**config.mk**
```make
export PLATFORM = sky130hd
export DESIGN_NAME = varint_stream_decoder_top
export DESIGN_NICKNAME = d
export VERILOG_FILES = /design/src/hw/rtl/vsd_pkg.sv /design/src/hw/rtl/varint_stream_decoder_top.sv /design/src/hw/rtl/vsd_core.sv
export SDC_FILE = /design/constraint.sdc
export NUM_CORES = 1
export LEC_CHECK = 0
export BUFFER_PORTS_ARGS = -buffer_cell sky130_fd_sc_hd__buf_2
export CORE_MARGIN = 2
export CORE_UTILIZATION = 43
export CTS_BUF_LIST = sky130_fd_sc_hd__clkbuf_4 sky130_fd_sc_hd__clkbuf_8
export CTS_CLUSTER_DIAMETER = 30
export CTS_CLUSTER_SIZE = 25
export DETAILED_ROUTE_END_ITERATION = 10
export PLACE_DENSITY = 0.59
export SLEW_MARGIN = 40
export SYNTH_ARGS = -nofsm -noshare
export SYNTH_HDL_FRONTEND = slang
export SYNTH_SLANG_ARGS = --single-unit
```
**constraint.sdc**
```tcl
create_clock -name clk_i -period 18.9 [get_ports clk_i]
set_input_delay 0 -clock clk_i [delete_from_list [all_inputs] [get_ports clk_i]]
set_output_delay 0 -clock clk_i [all_outputs]
set_load 0.02 [all_outputs]
```
**src/hw/rtl/vsd_pkg.sv**
```systemverilog
// Package for the varint stream decoder: request structs, result kinds,
// register indexes and the control group between the top level and the core.
// No dependencies.
package vsd_pkg;

  typedef enum logic [2:0] {
    KIND_VALUE    = 3'd0,
    KIND_PAYLOAD  = 3'd1,
    KIND_EMPTY    = 3'd2,
    KIND_OVERLONG = 3'd3,
    KIND_TRUNC    = 3'd4
  } kind_e;

  localparam int unsigned CfgIdxW = 2;
  localparam logic [CfgIdxW-1:0] CFG_WIDE_MODE   = 2'd0;
  localparam logic [CfgIdxW-1:0] CFG_FRAMED_MODE = 2'd1;

  // Maximum byte counts of a varint
  localparam logic [3:0] MaxBytesNarrow = 4'd5;
  localparam logic [3:0] MaxBytesWide   = 4'd10;

  typedef struct packed {
    logic [7:0] in_byte;
    logic       end_of_buffer;
  } in_item_t;

  typedef struct packed {
    kind_e       kind;
    logic [63:0] value;
    logic [7:0]  payload_byte;
    logic        slice_last;
  } out_item_t;

  typedef struct packed {
    logic wide_mode;
    logic framed_mode;
    logic clear;
    logic take;
  } core_ctrl_t;

endpackage

```
**src/hw/rtl/varint_stream_decoder_top.sv**
```systemverilog
// Varint stream decoder top level: configuration registers, input handshake,
// decode core and the output register with skid stage.
// Depends on vsd_pkg and vsd_core.
// Each result is registered in the output register, or in the skid stage while the output stalls.
// Throughput: one byte per cycle while in_stall_o is low, set by the single-pass core update of the parse state.
// in_stall_o rises only while both the output register and the skid stage hold results.
// Reset (rst_ni low, asynchronous): both modes 0, parse state cleared, no result held.
// Any configuration write also clears the parse state.
module varint_stream_decoder_top (
  input  logic                                clk_i,
  input  logic                                rst_ni,
  input  logic                                cfg_we_i,
  input  logic [vsd_pkg::CfgIdxW-1:0]         cfg_idx_i,
  input  logic                                cfg_data_i,
  input  logic                                in_valid_i,
  output logic                                in_stall_o,
  input  vsd_pkg::in_item_t                   in_item_i,
  output logic                                out_valid_o,
  input  logic                                out_stall_i,
  output vsd_pkg::out_item_t                  out_item_o
);

  logic               wide_mode_q;
  logic               framed_mode_q;
  logic               out_valid_q;
  logic               skid_valid_q;
  vsd_pkg::out_item_t out_item_q;
  vsd_pkg::out_item_t skid_item_q;

  vsd_pkg::core_ctrl_t ctrl;
  logic                res_valid;
  vsd_pkg::out_item_t  res;
  logic                in_fire;
  logic                out_fire;
  logic                res_fire;

  assign in_stall_o  = skid_valid_q;
  assign in_fire     = in_valid_i & ~skid_valid_q;
  assign out_fire    = out_valid_q & ~out_stall_i;
  assign res_fire    = in_fire & res_valid;
  assign out_valid_o = out_valid_q;
  assign out_item_o  = out_item_q;

  always_comb begin
    ctrl.wide_mode   = wide_mode_q;
    ctrl.framed_mode = framed_mode_q;
    ctrl.clear       = cfg_we_i;
    ctrl.take        = in_fire;
  end

  always_ff @(posedge clk_i or negedge rst_ni) begin
    if (!rst_ni) begin
      wide_mode_q   <= 1'b0;
      framed_mode_q <= 1'b0;
    end else if (cfg_we_i) begin
      case (cfg_idx_i)
        vsd_pkg::CFG_WIDE_MODE:   wide_mode_q   <= cfg_data_i;
        vsd_pkg::CFG_FRAMED_MODE: framed_mode_q <= cfg_data_i;
        default: ;
      endcase
    end
  end

  vsd_core u_core (
    .clk_i       (clk_i),
    .rst_ni      (rst_ni),
    .ctrl_i      (ctrl),
    .item_i      (in_item_i),
    .res_valid_o (res_valid),
    .res_o       (res)
  );

  always_ff @(posedge clk_i or negedge rst_ni) begin
    if (!rst_ni) begin
      out_valid_q  <= 1'b0;
      skid_valid_q <= 1'b0;
    end else if (skid_valid_q) begin
      // advance the skid entry once the output register drains
      if (out_fire) begin
        skid_valid_q <= 1'b0;
      end
    end else if (res_fire) begin
      if (!out_valid_q || out_fire) begin
        out_valid_q <= 1'b1;
      end else begin
        skid_valid_q <= 1'b1;
      end
    end else if (out_fire) begin
      out_valid_q <= 1'b0;
    end
  end

  always_ff @(posedge clk_i) begin
    if (skid_valid_q) begin
      if (out_fire) begin
        out_item_q <= skid_item_q;
      end
    end else if (res_fire) begin
      if (!out_valid_q || out_fire) begin
        out_item_q <= res;
      end else begin
        skid_item_q <= res;
      end
    end
  end

  a_skid_behind_out: assert property (@(posedge clk_i) disable iff (!rst_ni)
    skid_valid_q |-> out_valid_q)
    else $error("skid stage full while output register empty");

  a_result_lands: assert property (@(posedge clk_i) disable iff (!rst_ni)
    res_fire |=> out_valid_q)
    else $error("accepted result not held in output register");

  a_stall_held: assert property (@(posedge clk_i) disable iff (!rst_ni)
    (out_valid_q && out_stall_i && !skid_valid_q && res_fire) |=> skid_valid_q)
    else $error("result lost while output stalled");

endmodule

```
**src/hw/rtl/vsd_core.sv**
```systemverilog
// Decode core of the varint stream decoder: parse state registers and the
// single-pass next-state and result logic for one byte.
// Depends on vsd_pkg.
module vsd_core (
  input  logic                clk_i,
  input  logic                rst_ni,
  input  vsd_pkg::core_ctrl_t ctrl_i,
  input  vsd_pkg::in_item_t   item_i,
  output logic                res_valid_o,
  output vsd_pkg::out_item_t  res_o
);

  logic [63:0] acc_q, acc_d;
  logic [3:0]  gcount_q, gcount_d;
  logic        in_payload_q, in_payload_d;
  logic [31:0] bytes_left_q, bytes_left_d;

  logic        wide;
  logic [3:0]  max_bytes;
  logic [3:0]  gc;
  logic [3:0]  gc_inc;
  logic [6:0]  shift_w;
  logic [63:0] acc_new;
  logic [31:0] left_m1;

  always_comb begin
    wide      = ctrl_i.wide_mode & ~ctrl_i.framed_mode;
    max_bytes = wide ? vsd_pkg::MaxBytesWide : vsd_pkg::MaxBytesNarrow;
    gc        = (gcount_q >= max_bytes) ? 4'd0 : gcount_q;
    gc_inc    = gc + 4'd1;
    // shift = gc * 7
    shift_w   = ({3'd0, gc} << 3) - {3'd0, gc};
    acc_new   = acc_q | ({57'd0, item_i.in_byte[6:0]} << shift_w[5:0]);
    if (!wide) begin
      acc_new[63:32] = 32'd0;
    end
    left_m1 = bytes_left_q - 32'd1;

    acc_d        = acc_q;
    gcount_d     = gcount_q;
    in_payload_d = in_payload_q;
    bytes_left_d = bytes_left_q;
    res_valid_o  = 1'b0;
    res_o        = '{kind: vsd_pkg::KIND_VALUE, value: 64'd0, payload_byte: 8'd0,
                     slice_last: 1'b0};

    if (in_payload_q) begin
      res_valid_o = 1'b1;
      if (left_m1 == 32'd0) begin
        in_payload_d       = 1'b0;
        bytes_left_d       = 32'd0;
        res_o.kind         = vsd_pkg::KIND_PAYLOAD;
        res_o.payload_byte = item_i.in_byte;
        res_o.slice_last   = 1'b1;
      end else if (item_i.end_of_buffer) begin
        in_payload_d = 1'b0;
        bytes_left_d = 32'd0;
        acc_d        = 64'd0;
        gcount_d     = 4'd0;
        res_o.kind   = vsd_pkg::KIND_TRUNC;
      end else begin
        bytes_left_d       = left_m1;
        res_o.kind         = vsd_pkg::KIND_PAYLOAD;
        res_o.payload_byte = item_i.in_byte;
      end
    end else if (item_i.in_byte[7]) begin
      if (gc_inc >= max_bytes) begin
        acc_d       = 64'd0;
        gcount_d    = 4'd0;
        res_valid_o = 1'b1;
        res_o.kind  = vsd_pkg::KIND_OVERLONG;
      end else if (item_i.end_of_buffer) begin
        acc_d       = 64'd0;
        gcount_d    = 4'd0;
        res_valid_o = 1'b1;
        res_o.kind  = vsd_pkg::KIND_TRUNC;
      end else begin
        acc_d    = acc_new;
        gcount_d = gc_inc;
      end
    end else begin
      acc_d       = 64'd0;
      gcount_d    = 4'd0;
      res_valid_o = 1'b1;
      if (!ctrl_i.framed_mode) begin
        res_o.value = acc_new;
      end else if (acc_new == 64'd0) begin
        res_o.kind = vsd_pkg::KIND_EMPTY;
      end else if (item_i.end_of_buffer) begin
        res_o.kind = vsd_pkg::KIND_TRUNC;
      end else begin
        // Length is a varint32, so the low word holds all of it
        in_payload_d = 1'b1;
        bytes_left_d = acc_new[31:0];
        res_o.value  = acc_new;
      end
    end
  end

  always_ff @(posedge clk_i or negedge rst_ni) begin
    if (!rst_ni) begin
      acc_q        <= 64'd0;
      gcount_q     <= 4'd0;
      in_payload_q <= 1'b0;
      bytes_left_q <= 32'd0;
    end else if (ctrl_i.clear) begin
      acc_q        <= 64'd0;
      gcount_q     <= 4'd0;
      in_payload_q <= 1'b0;
      bytes_left_q <= 32'd0;
    end else if (ctrl_i.take) begin
      acc_q        <= acc_d;
      gcount_q     <= gcount_d;
      in_payload_q <= in_payload_d;
      bytes_left_q <= bytes_left_d;
    end
  end

  a_clear_resets: assert property (@(posedge clk_i) disable iff (!rst_ni)
    ctrl_i.clear |=> (gcount_q == 4'd0 && !in_payload_q && acc_q == 64'd0))
    else $error("parse state not cleared after register write");

  a_payload_count: assert property (@(posedge clk_i) disable iff (!rst_ni)
    in_payload_q == (bytes_left_q != 32'd0))
    else $error("payload flag and byte count disagree");

  a_gcount_range: assert property (@(posedge clk_i) disable iff (!rst_ni)
    gcount_q < vsd_pkg::MaxBytesWide)
    else $error("group count beyond maximum varint length");

endmodule
```
# After elaboration in Yosys (flattened, before gate mapping)
# Index checks and enable logic that the tools add are counted.
[op_classes] muxes=67 add_sub_neg=3 n_shift=1 order_cmp=2 bitwise=9 eq_ne=8 n_reduce_logical=17
[op_table] operator="$mux W64" n=12
[op_table] operator="$mux W32" n=10
[op_table] operator="$mux W76" n=4
[op_table] operator="$logic_not A64 Y1" n=1
[op_table] operator="$or A64 B64 Y64" n=1
[op_table] operator="$shl A7 B6 Y64" n=1
[op_table] operator="$mux W4" n=10
[op_table] operator="$logic_not A32 Y1" n=1
[op_table] operator="$sub A32 B1 Y32 const B" n=1
[op_table] operator="$mux W3" n=8
[op_table] operator="$mux W1" n=20
[op_table] operator="$mux W8" n=2
[op_table] operator="$reduce_and A3 Y1" n=4
[op_table] operator="$mux W9" n=1
[op_table] operator="$ne A3 B2 Y1 const B" n=3
[op_table] operator="$ge A4 B4 Y1" n=2
[op_table] operator="$reduce_bool A2 Y1" n=4
[op_table] operator="$ne A3 B3 Y1 const B" n=2
[op_table] operator="$sub A6 B4 Y6" n=1
[op_table] operator="$reduce_and A5 Y1" n=1
[op_table] operator="$add A4 B1 Y4 const B" n=1
[op_table] operator="$and A1 B1 Y1" n=4
[op_table] operator="$ne A2 B1 Y1 const B" n=2
[op_table] operator="$not A1 Y1" n=4
[op_table] operator="6 further kinds" n=7
[totals] output_inout_bits=78 ff_bits=257 in_bits=17

# Logic depth before layout (Yosys ltp)
# Gate-level depths: netlist of run 1.
[depth] word_depth=17 ltp_mapped=24

# Modules after synthesis
# Synthesis of run 1 repeated with hierarchy kept, for this count alone.
[unflattened] hier_cells=1286 hier_area_um2=13842.0
[modules_own_cells] mod="vsd_core" cells_each=1031 area_per_inst_um2=7822.5 instances=1
[modules_own_cells] mod="varint_stream_decoder_top" cells_each=255 area_per_inst_um2=6019.5 instances=1

# Worst setup path after synthesis of run 1
# OpenSTA, ideal clock, no wires.
[synth_timing] kind="register to register" startpoint="reg framed_mode_q" endpoint="reg out_item_q (netlist bit out_item_o[0]) (enable)" path_stages_with_launch=21 setup_time_ns=0.627 required_ns=18.273 setup_slack_ns=8.752 synth_period_minus_slack_ns=10.148 t_arrival_ns=9.521 n_path_buf=4 cell_sequence="dfrtp_1 -> nor2b_1 -> clkinv_1 -> clkbuf_1 -> ha_1 -> nand2b_1 -> a221o_1 -> nand2_1 -> inv_1 -> ha_1 -> clkbuf_1 -> clkbuf_1 -> clkbuf_1 -> o2bb2ai_1 -> nand3b_1 -> o211ai_1 -> nand2_1 -> nor2_1 -> nand2_1 -> nand2b_1 -> a21boi_0"
[synth_via] elab_chain_len=13
[synth_lines] item="start, declared" line_no="varint_stream_decoder_top.sv:24" source="logic framed_mode_q;"
[synth_lines] item="start signal, assigned" line_no="varint_stream_decoder_top.sv:58" source="vsd_pkg::CFG_FRAMED_MODE: framed_mode_q <= cfg_data_i;"
[synth_lines] item="$not A1 Y1 (*)" line_no="vsd_core.sv:27" source="wide = ctrl_i.wide_mode & ~ctrl_i.framed_mode;"
[synth_lines] item="$and A1 B1 Y1 (*)" line_no="vsd_core.sv:27"
[synth_lines] item="$mux W4 (*)" line_no="vsd_core.sv:28" source="max_bytes = wide ? vsd_pkg::MaxBytesWide : vsd_pkg::MaxBytesNarrow;"
[synth_lines] item="$ge A4 B4 Y1" line_no="vsd_core.sv:29" source="gc = (gcount_q >= max_bytes) ? 4'd0 : gcount_q;"
[synth_lines] item="$mux W4" line_no="vsd_core.sv:29"
[synth_lines] item="$add A4 B1 Y4" line_no="vsd_core.sv:30" source="gc_inc = gc + 4'd1;"
[synth_lines] item="$ge A4 B4 Y1 (*)" line_no="vsd_core.sv:67" source="if (gc_inc >= max_bytes) begin"
[synth_lines] item="$mux W1 (*)" line_no="vsd_core.sv:67"
[synth_lines] item="$mux W1 (*)" line_no="vsd_core.sv:66" source="end else if (item_i.in_byte[7]) begin"
[synth_lines] item="$mux W1 (*)" line_no="vsd_core.sv:47" source="if (in_payload_q) begin"
[synth_lines] item="$and A1 B1 Y1 (*)" line_no="varint_stream_decoder_top.sv:40" source="assign res_fire = in_fire & res_valid;"
[synth_lines] item="$reduce_bool A2 Y1 (no line) (*)"
[synth_lines] item="$reduce_and A3 Y1 (no line) (*)"
[synth_lines] item="end signal, assigned" line_no="varint_stream_decoder_top.sv:96" source="out_item_q <= skid_item_q;"
[synth_lines] item="end signal, assigned" line_no="varint_stream_decoder_top.sv:100" source="out_item_q <= res;"
[synth_lines] item="end, declared" line_no="varint_stream_decoder_top.sv:27" source="vsd_pkg::out_item_t out_item_q;"
# Mark *: on every way between the ends. The rest lies on a longest branch, timed or not.
# A chain may end at the register's enable or synchronous reset.

# Final worst setup path of run 1
[layout_timing] startpoint="reg framed_mode_q" endpoint="reg out_item_q (netlist bit out_item_o[9]), data pin"
[layout_via] elab_chain_len=17 word_cells_on_any_way=18 classes_between="add/sub: 1; order compare: 1; shift: 1; mux: 11; bitwise: 3; reduce/logical: 1"
[layout_lines] item="$not A1 Y1" line_no="vsd_core.sv:27"
[layout_lines] item="$and A1 B1 Y1" line_no="vsd_core.sv:27"
[layout_lines] item="$mux W4" line_no="vsd_core.sv:28"
[layout_lines] item="$ge A4 B4 Y1" line_no="vsd_core.sv:29"
[layout_lines] item="$mux W4" line_no="vsd_core.sv:29"
[layout_lines] item="$sub A6 B4 Y6" line_no="vsd_core.sv:32" source="shift_w = ({3'd0, gc} << 3) - {3'd0, gc};"
[layout_lines] item="$shl A7 B6 Y64" line_no="vsd_core.sv:33" source="acc_new = acc_q | ({57'd0, item_i.in_byte[6:0]} << shift_w[5:0]);"
[layout_lines] item="$or A64 B64 Y64" line_no="vsd_core.sv:33"
[layout_lines] item="$mux W32" line_no="vsd_core.sv:34" source="if (!wide) begin"
[layout_lines] item="$logic_not A64 Y1" line_no="vsd_core.sv:87" source="end else if (acc_new == 64'd0) begin"
[layout_lines] item="$mux W64" line_no="vsd_core.sv:87"
[layout_lines] item="$mux W64 (*)" line_no="vsd_core.sv:85" source="if (!ctrl_i.framed_mode) begin"
[layout_lines] item="$mux W64 (*)" line_no="vsd_core.sv:66"
[layout_lines] item="$mux W64 (*)" line_no="vsd_core.sv:47"
[layout_lines] item="$mux W76 (*)" line_no="varint_stream_decoder_top.sv:99" source="if (!out_valid_q || out_fire) begin"
[layout_lines] item="$mux W76 (*)" line_no="varint_stream_decoder_top.sv:98" source="end else if (res_fire) begin"
[layout_lines] item="$mux W76 (*)" line_no="varint_stream_decoder_top.sv:94" source="if (skid_valid_q) begin"
# Mark *: on every way between the ends. The rest lies on a longest branch, timed or not. The select of a mux whose other input is x is not followed.

==> results of run 1 <==
## worst min path at each step
stage / startpoint / end / slack [ps]
2_1_floorplan: rst_ni / framed_mode_q / -300
3_3_place_gp: rst_ni / in_stall_o / 130
3_5_place_dp: rst_ni / in_stall_o / 130
4_1_cts: rst_ni / in_stall_o / 60
5_1_grt: cfg_data_i / wide_mode_q / 190
6_report: out_stall_i / out_valid_o / 200
## registers in the layout, indices dropped and copies added (netlist names)
name	count
in_stall_o	1
skid_item_q	76
u_core.in_payload_q	1
u_core.acc_q	64
out_valid_o	1
u_core.gcount_q	4
framed_mode_q	1
wide_mode_q	1
u_core.bytes_left_q	32
out_item_o	76
## report_power, final
part	leakage (nW)	total, mW	switching [mW]	internal (mW)
registers	2.87	0.797	0.0628	0.734
clock network	0.622	0.660	0.289	0.371
logic	2.68	0.935	0.649	0.286
total	6.16	2.39	1.00	1.39
## synth_stat cells, types with 5 or more instances
cell type	number	area [um2]
or2_2	5	31.3
xnor2_1	10	87.6
a41oi_1	6	52.6
buf_1	5	18.8
or3_1	8	50.1
nand4_1	18	113
o21ai_1	6	30.0
mux2_2	29	327
nand3_1	29	145
o21ai_0	41	205
and3_1	14	87.6
a21oi_1	115	576
xor2_1	6	52.6
nand2_1	114	428
or4_1	8	60.1
ha_1	8	100
o31ai_2	8	100
o32ai_1	14	123
nand2b_1	11	68.8
inv_1	34	128
nor4_1	12	75.1
a211o_1	11	96.3
a31oi_1	27	169
o22ai_1	14	87.6
o31ai_1	56	420
a211oi_1	13	97.6
nor2b_1	7	43.8
a22oi_1	8	60.1
buf_2	6	30.0
buf_6	7	78.8
clkbuf_1	73	274
o32a_1	5	50.1
o211ai_1	13	97.6
and2_1	28	175
nor3b_1	5	37.5
edfxtp_1	152	4560
dfrtp_1	105	2630
a22o_1	10	87.6
a21o_1	9	67.6
nor3_1	24	120
nor2_1	178	668
## layout make-up
| cell class | instances | area (um2) | share of cell area (%) |
|---|---|---|---|
| Multi-Input combinational cell | 947 | 5790 | 36.7 |
| Tap cell | 396 | 495 | 3.14 |
| Inverter | 35 | 131 | 0.833 |
| Clock buffer | 66 | 858 | 5.44 |
| Timing Repair Buffer | 146 | 928 | 5.89 |
| Sequential cell | 257 | 7200 | 45.6 |
| Clock inverter | 37 | 374 | 2.37 |
## what timing repair did
item / CTS / global route
setup buffers: 0 / 0
setup endpoints to repair: 0 / 0
hold buffers: 18 / 1
hold endpoints to repair: 77 / 6
## through the flow
stage | hold WS, ps | cell area [um2]
2_1_floorplan | -296 | 13400
5_1_grt | 192 | 15800
3_3_place_gp | 127 | 14300
6_report | 196 | 15800
4_1_cts | 59.0 | 15700
3_5_place_dp | 130 | 14300
## worst max-delay path: stages (launching register included)
cell,delay (ps)
dfrtp_1,420
nor2b_2,120
buf_4,340
clkinv_1,660
ha_1,550
nand2b_1,240
a221o_1,560
nand2_1,400
inv_1,140
ha_1,860
inv_1,330
nand2_1,160
nor3_1,80
o31ai_4,370
mux2i_2,270
a31o_1,280
or4_1,510
or4_1,410
or4_4,580
or2_4,290
a31oi_4,140
buf_4,590
o31ai_1,160
## per-layer routing
layer	part of all wire [%]	global-route usage, %	vias up
li1	-	-	5246
met3	8.6	5.04	95
met1	44	37.4	5587
met5	0	0	-
met4	3.1	8.39	0
met2	44	38.8	549
## cell families (layout without fill, tap and decap cells)
family | after synthesis | after routing | synth area share, %
AND/OR/NAND/NOR | 477 | 477 | 16.7
AO/OA/AOI/OAI | 412 | 412 | 21.2
flip-flops | 257 | 257 | 53.5
buffers and inverters | 127 | 284 | 4.02
multiplexers | 34 | 34 | 2.83
XOR/XNOR | 16 | 16 | 1.04
adder cells (fa/ha/maj) | 8 | 8 | 0.744
==> results.json, run 1 <==
{
  "clkLatencyLatePin_ps": 600,
  "clk_path_buf_depth": 3,
  "fin_skew_ps": 28.0,
  "holdPathStages": 4,
  "grt_usage_pct": 25.8,
  "final_common_cell": "nor2_1",
  "hold_class": "in2reg",
  "post-route-period-util_pct": 46.5,
  "postLayoutCoreUtil_pct": 51.4,
  "instances_no_fill": 1884,
  "ys_async_sr_fraction_pct": 40.9,
  "hold_viol_final": 0,
  "finalPower_mw": 2.39,
  "required_ps": 19220,
  "worst_ep_arrival_time_ps": 9100,
  "worst_pin_slew_ps": 973,
  "layout_setup_ws_ps": 10120,
  "synth-edff-count": 152,
  "area_growth_pct": 17.3,
  "cap_violations": 0,
  "firstDrtPassIters": 7,
  "nNetsFinal": 1467,
  "port_buffers": 94,
  "r2r_end": "out_item_o[9]",
  "antenna_left": 0,
  "synth_seq_area_share_pct": 53.5,
  "drcViolationCount": 0,
  "row_count": 64,
  "synthCells": 1331,
  "reg2reg_depth": 22,
  "via_count": 11500,
  "yosysWarnings": 0,
  "n_antenna_cell": 0,
  "critPathMaxFanout": 64,
  "die_area_um2": 32700,
  "rr_startpoint": "framed_mode_q",
  "ys_seq_elements": 257,
  "slew_headroom_pct": 35.1,
  "cp-endpoint": "out_item_o[9]",
  "avgSynthCellArea_um2": 10.1,
  "wl_per_cell_um": 22.5,
  "end_kind": "flip-flop",
  "slew_violations": 0,
  "post_cts_resized": 0,
  "ctsHtreeMaxLevel": 2,
  "chipHeight_um": 181,
  "die_x_um": 181,
  "antenna_found_initial": 0,
  "start_util_pct": 43.8,
  "ios": 95,
  "cts_buffers": 55,
  "p_leak_nw": 6.16,
  "setup_violations": 0,
  "crit_path_start_kind": "flip-flop",
  "netlist_area_um2": 13400,
  "fin_tns_setup_ps": 0,
  "grt_pass1_wl_mm": 66.4,
  "gp_congestion": 0.917,
  "worst-setup-path-type": "reg2reg",
  "viasPerCell": 6.09,
  "run_status": "complete, no violations",
  "ctsRootBufferMaster": "clkbuf_8",
  "hpwl_mm": 28.4,
  "grt_setup_unrepaired": "no",
  "max_freq_mhz": 114,
  "syn_nets": 1356,
  "n_fill_cell": 2872,
  "grt_max_degree": 77,
  "dp.cells": 1760,
  "mostFrequentLayoutCells": "nor2_1, edfxtp_1, nand2_1",
  "rrSetupSlack_ps": 10120,
  "pre_cts_ws_ps": 10210,
  "clk_pin_slew_ps": 70,
  "grt_pass1_vias": 11000,
  "drtIter0Drc": 1299,
  "ys.flop_type": "edfxtp_1",
  "cts_tree": "built",
  "ys_types": 86,
  "min_period_ps": 8780,
  "design.core.area_um2": 30700,
  "cts.sink_count": 257,
  "drive_above_1_share_pct": 20.2,
  "worst_ir_drop_vdd_mv": 0.0649,
  "power_per_cell_area_nw_per_um2": 152,
  "wl_mm": 42.4,
  "crit_start": "framed_mode_q",
  "gr-total-overflow": 0
}
No activity file was read; power rests on OpenSTA's default activity.
==> run 2: changes to the inputs <==
ABC_AREA = 1   (was not set)
PLACE_DENSITY = 0.61   (was 0.59)
clock period = 7.8 ns   (was 18.9 ns; I/O delays follow)
==> results.json, run 2 <==
{
  "ys_seq_elements": 257,
  "final_common_cell": "nand2_1",
  "synth_seq_area_share_pct": 52.0,
  "slew_headroom_pct": 42.9,
  "start_util_pct": 43.7,
  "clk_pin_slew_ps": 60,
  "area_growth_pct": 18.3,
  "cap_violations": 0,
  "drtIter0Drc": 1222,
  "synthSimpleGateAreaFrac_pct": 28.3,
  "synth-edff-count": 152,
  "reg2reg_depth": 27,
  "synth-xor-area-share_pct": 1.89,
  "synth_top_area_share_pct": 33.0,
  "wl_per_cell_um": 17.2,
  "grt_usage_pct": 23.1,
  "r2r_end": "u_core.bytes_left_q[26]",
  "finalPower_mw": 5.54,
  "hold_viol_final": 0,
  "gp_congestion": 0.914,
  "worst_ep_arrival_time_ps": 6590,
  "port_buffers": 94,
  "synth_compound_area_share_pct": 9.24,
  "instances_no_fill": 2223,
  "dpl-instance-area_um2": 14600,
  "critPathMaxFanout": 35,
  "rr_startpoint": "framed_mode_q",
  "holdPathStages": 3,
  "nNetsFinal": 1794,
  "worstHoldEndpoint": "skid_item_q[73]",
  "yosys-top-cells-count": "nand2_1, inv_1, edfxtp_1, nor2_1, dfrtp_1",
  "drcViolationCount": 0,
  "via_count": 11800,
  "ys.flop_type": "edfxtp_1",
  "hold_class": "in2reg",
  "fin_skew_ps": 41.9,
  "synthMuxAreaShare_pct": 0,
  "mostFrequentLayoutCells": "nand2_1, inv_1, edfxtp_1",
  "drive_above_1_share_pct": 15.9,
  "wl_mm": 38.2,
  "end_kind": "flip-flop",
  "avgSynthCellArea_um2": 8.30,
  "synth_top_family_by_area": "simple AND/OR/NAND/NOR gates",
  "ctsHtreeMaxLevel": 2,
  "cts.sink_count": 257,
  "grt_pass1_vias": 11200,
  "syn_nets": 1693,
  "dp.cells": 2091,
  "max_freq_mhz": 166,
  "gr-total-overflow": 0,
  "synthTopCellsByArea": "edfxtp_1, dfrtp_1, nand2_1, inv_1, nand3_1",
  "grt_pass1_wl_mm": 61.1,
  "worst_ir_drop_vdd_mv": 0.182,
  "antenna_left": 0,
  "worst_pin_slew_ps": 835,
  "yosysMostFrequentCell": "nand2_1",
  "grt_max_degree": 78,
  "setup_violations": 0,
  "min_period_ps": 6030,
  "rrSetupSlack_ps": 1770,
  "design.core.area_um2": 31600,
  "crit_path_start_kind": "flip-flop",
  "chipHeight_um": 183,
  "hpwl_mm": 26.0,
  "p_leak_nw": 7.56,
  "synth_top_area_cell": "edfxtp_1",
  "firstDrtPassIters": 5,
  "viasPerCell": 5.31,
  "fin_tns_setup_ps": 0,
  "row_count": 65,
  "run_status": "complete, no violations",
  "clkLatencyLatePin_ps": 630,
  "yosysWarnings": 0,
  "ys_async_sr_fraction_pct": 40.9,
  "worst-setup-path-type": "reg2reg",
  "post-route-period-util_pct": 77.3,
  "die_area_um2": 33600,
  "synthCells": 1668,
  "final_area_um2": 16400,
  "ctsRootBufferMaster": "clkbuf_8",
  "die_x_um": 183,
  "cts_tree": "built",
  "ios": 95,
  "antenna_found_initial": 0,
  "netlist_area_um2": 13800,
  "n_antenna_cell": 0,
  "power_per_cell_area_nw_per_um2": 338,
  "slew_violations": 0,
  "hold_start": "in_item_i[8]",
  "cts_buffers": 60,
  "required_ps": 8360,
  "grt_setup_unrepaired": "no",
  "synth_fa_ha_area_share_pct": 0.723,
  "clk_path_buf_depth": 3,
  "ys_types": 43
}
run 2: changes by cell type after synthesis, moves of 15 or more:
cell / previous run / this run
nor2_1: 178 / 132
nor3_1: 24 / 9
a31oi_1: 27 / 3
and2_1: 28 / 0
o22ai_2: 0 / 20
a2111oi_0: 2 / 32
inv_1: 34 / 164
a21oi_1: 115 / 40
nand4_1: 18 / 74
mux2_2: 29 / 0
o31ai_1: 56 / 1
nand2_1: 114 / 574
nand3_1: 29 / 104
run 2: worst max-delay path by stage:
stage	cells past startpoint	endpoint	slack, ps	from
2_1_floorplan	21	out_item_o[0]	330	u_core.gcount_q[0]
3_3_place_gp	27	u_core.bytes_left_q[0]	1960	framed_mode_q
3_5_place_dp	27	u_core.bytes_left_q[16]	1830	framed_mode_q
4_1_cts	27	u_core.bytes_left_q[20]	1810	framed_mode_q
5_1_grt	28	u_core.bytes_left_q[14]	1210	wide_mode_q
6_report	27	u_core.bytes_left_q[26]	1770	framed_mode_q
run 2: routing by layer:
| layer | routed length (um) | part of all wire [%] | up-vias | GRT usage (%) |
|---|---|---|---|---|
| li1 | - | - | 5772 | - |
| met1 | 17400 | 46 | 5582 | 32.6 |
| met2 | 17700 | 46 | 372 | 36.0 |
| met3 | 2090 | 5.5 | 70 | 3.59 |
| met4 | 1080 | 2.8 | 0 | 8.38 |
| met5 | 0 | 0 | - | 0 |
run 2: area by class of cell:
type | instances | area [um2]
fillers | 3009 | 15300
repair buffers | 137 | 923
multi-input cells | 1140 | 5590
well taps | 402 | 503
clock inverters | 37 | 508
inverters | 173 | 649
clock buffers | 77 | 1010
flip-flops and latches | 257 | 7190
run 2: critical path: stages (launching register included):
cell and delay (ps):
dfrtp_1 440, nor2_8 450, inv_1 210, ha_1 320, inv_1 50, nand2_1 50, a21oi_1 130, nand2_1 100
nand2_4 170, nand2_1 280, inv_1 300, ha_1 340, nand3_1 140, nand3_1 80, nand2_1 340, buf_4 390
nor2_1 170, inv_1 110, nor2_1 40, o21ai_1 330, nand2_1 90, nor2_1 120, nand2_1 90, nor2_2 290
nand4_4 320, nand3_4 390, nand2_1 110, nand2_1 80
run 2: repair_timing:
item	in CTS	in global routing
hold buffers	18	0
buffers inserted	0	0
resized for setup	0	0
endpoints found under the hold margin	93	0
run 2: power breakdown:
| part | total (mW) | internal, mW | switching [mW] |
|---|---|---|---|
| registers | 1.84 | 1.75 | 0.0930 |
| logic | 1.79 | 0.499 | 1.29 |
| clock network | 1.90 | 1.21 | 0.700 |
| total | 5.54 | 3.45 | 2.08 |
run 2: metrics by stage:
step,setup slack [ps],utilization (%),hold slack (ps)
5_1_grt,1210,51.8,197
3_5_place_dp,1830,46.3,84.2
4_1_cts,1810,51.7,111
3_3_place_gp,1960,46.1,87.0
2_1_floorplan,332,-,-296
6_report,1770,51.8,175
run 2: cell families (layout without fill, tap and decap cells):
group | Yosys count | in the layout
XOR/XNOR | 29 | 29
adder cells (fa/ha/maj) | 8 | 8
flip-flops | 257 | 257
AO/OA/AOI/OAI | 184 | 184
AND/OR/NAND/NOR | 919 | 919
buffers and inverters | 271 | 424
==> run 3: changes to the inputs <==
PLACE_DENSITY = 0.59   (was 0.61)
clock period = 6.3 ns   (was 7.8 ns; I/O delays follow)
==> results.json, run 3 (synthesized netlist as in run 2, its figures left out) <==
{
  "start_util_pct": 43.7,
  "drtIter0Drc": 1161,
  "port_buffers": 94,
  "crit_buf_inv": 5,
  "nNetsFinal": 1797,
  "fin_skew_ps": 40.0,
  "hold_class": "in2reg",
  "die_area_um2": 33600,
  "mostFrequentLayoutCells": "nand2_1, inv_1, edfxtp_1",
  "min_period_ps": 5410,
  "via_count": 11800,
  "power_per_cell_area_nw_per_um2": 430,
  "hold_viol_final": 0,
  "fin_tns_setup_ps": 0,
  "finalPower_mw": 7.09,
  "grt_max_degree": 82,
  "cts_tree": "built",
  "ctsRootBufferMaster": "clkbuf_8",
  "area_growth_pct": 18.9,
  "path_common_cell": "nand2_1",
  "run_status": "complete, no violations",
  "row_count": 65,
  "firstDrtPassIters": 6,
  "wl_per_cell_um": 17.4,
  "n_antenna_cell": 0,
  "critPathMaxFanout": 26,
  "clk_pin_slew_ps": 50,
  "cts_buffers": 70,
  "wl_mm": 38.8,
  "antenna_found_initial": 0,
  "worst-setup-path-type": "reg2reg",
  "drcViolationCount": 0,
  "cpLargestDelayFamily": "simple AND/OR/NAND/NOR gates",
  "worst_ep_arrival_time_ps": 5880,
  "ios": 95,
  "cap_violations": 0,
  "ctsHtreeMaxLevel": 3,
  "cts_hold_buf": 18,
  "setup_violations": 0,
  "post_cts_resized": 0,
  "required_ps": 6770,
  "cpMaxStageDelayCell": "dfrtp_1",
  "slew_headroom_pct": 43.4,
  "chipHeight_um": 183,
  "design.core.area_um2": 31600,
  "n_fill_cell": 2961,
  "worst_pin_slew_ps": 828,
  "final_common_cell": "nand2_1",
  "antenna_left": 0,
  "cts.sink_count": 257,
  "die_x_um": 183,
  "max_freq_mhz": 185,
  "clk_path_buf_depth": 3,
  "gr-total-overflow": 0,
  "p_leak_nw": 7.62,
  "cts_setup_buffers": 0,
  "max_stage_delay_ps": 560,
  "clkLatencyLatePin_ps": 610,
  "viasPerCell": 5.29,
  "worst_ir_drop_vdd_mv": 0.348,
  "grt_pass1_vias": 11400,
  "slew_violations": 0,
  "hpwl_mm": 25.7,
  "crit_path_start_kind": "flip-flop",
  "grt_pass1_wl_mm": 62.5,
  "grt_setup_unrepaired": "no",
  "grt_usage_pct": 23.6,
  "end_kind": "flip-flop",
  "drive_above_1_share_pct": 16.2,
  "post-route-period-util_pct": 85.9,
  "gp_congestion": 0.919
}
-- run 3: cell count changes in the layout (fill, tap and decap cells not counted), sizes merged --
cell	delta
bufinv	+2
clkinv	+3
buf	-7
clkbuf	+13
clkinvlp	-4
-- run 3: worst register-to-register path: stages (launching register included) --
cell     delay, ps
dfrtp_1        560
inv_1          140
ha_1           300
inv_1           60
nand2_1         40
a21oi_1        120
nand2_1        100
nand2_4        160
nand2_1        270
inv_1          290
ha_1           370
nand3_1        140
nand2_1         60
nand2_1         50
nand2_1        340
inv_2          510
o21ai_0        210
nand3_1        200
nand2_1         70
nand2_1        120
nand2_1         70
nor2_1          90
nand2_1         80
nor2_2         220
nand4_4        230
buf_4          320
nand4_1        120
nand2_1         90
-- run 3: report_power, final --
group,switching [mW],leakage [nW],internal (mW)
logic,1.61,3.87,0.596
clock network,0.888,0.850,1.71
registers,0.112,2.90,2.17
-- run 3: worst paths after layout --
| kind | start | end | slack, ps | depth (start not counted) |
|---|---|---|---|---|
| max in group asynchronous | rst_ni | in_stall_o | 5120 | 4 |
| worst max-delay path | u_core.gcount_q[0] | u_core.bytes_left_q[4] | 890 | 27 |
| worst min register to register | skid_item_q[63] | out_item_o[63] | 500 | 2 |
| worst max register to register | u_core.gcount_q[0] | u_core.bytes_left_q[4] | 890 | 27 |
| min in group asynchronous | rst_ni | u_core.bytes_left_q[31] | 470 | 4 |
| worst min-delay path | cfg_data_i | framed_mode_q | 250 | 4 |
-- run 3: per-stage QoR --
| stage | hold slack [ps] | cells | cell area (um2) | setup slack (ps) | util (%) |
|---|---|---|---|---|---|
| finish | 249 | 2230 | 16500 | 886 | 52.0 |
| floorplan | -296 | 1668 | 13800 | 541 | - |
| global route | 267 | 2230 | 16500 | 382 | 52.0 |
| global placement | 17.9 | 2084 | 14600 | 978 | 46.0 |
| CTS | 193 | 2230 | 16400 | 933 | 52.0 |
| detailed placement | 18.0 | 2084 | 14600 | 935 | 46.1 |
-- run 3: area by class of cell --
type,count,area (um2),share of cell area [%]
Tap cell,402,503,3.06
Clock inverter,38,531,3.22
Inverter,173,651,3.95
Sequential cell,257,7190,43.7
Timing Repair Buffer,130,827,5.02
Multi-Input combinational cell,1140,5600,34.0
Clock buffer,90,1150,6.99
-- run 3: metal layers --
layer / vias to the layer above / track usage, % / part of all wire, %
met4: 0 / 9.38 / 2.5
met3: 75 / 3.84 / 5.6
li1: 5774 / - / -
met1: 5564 / 33.6 / 47
met2: 388 / 36.1 / 45
met5: - / 0 / 0
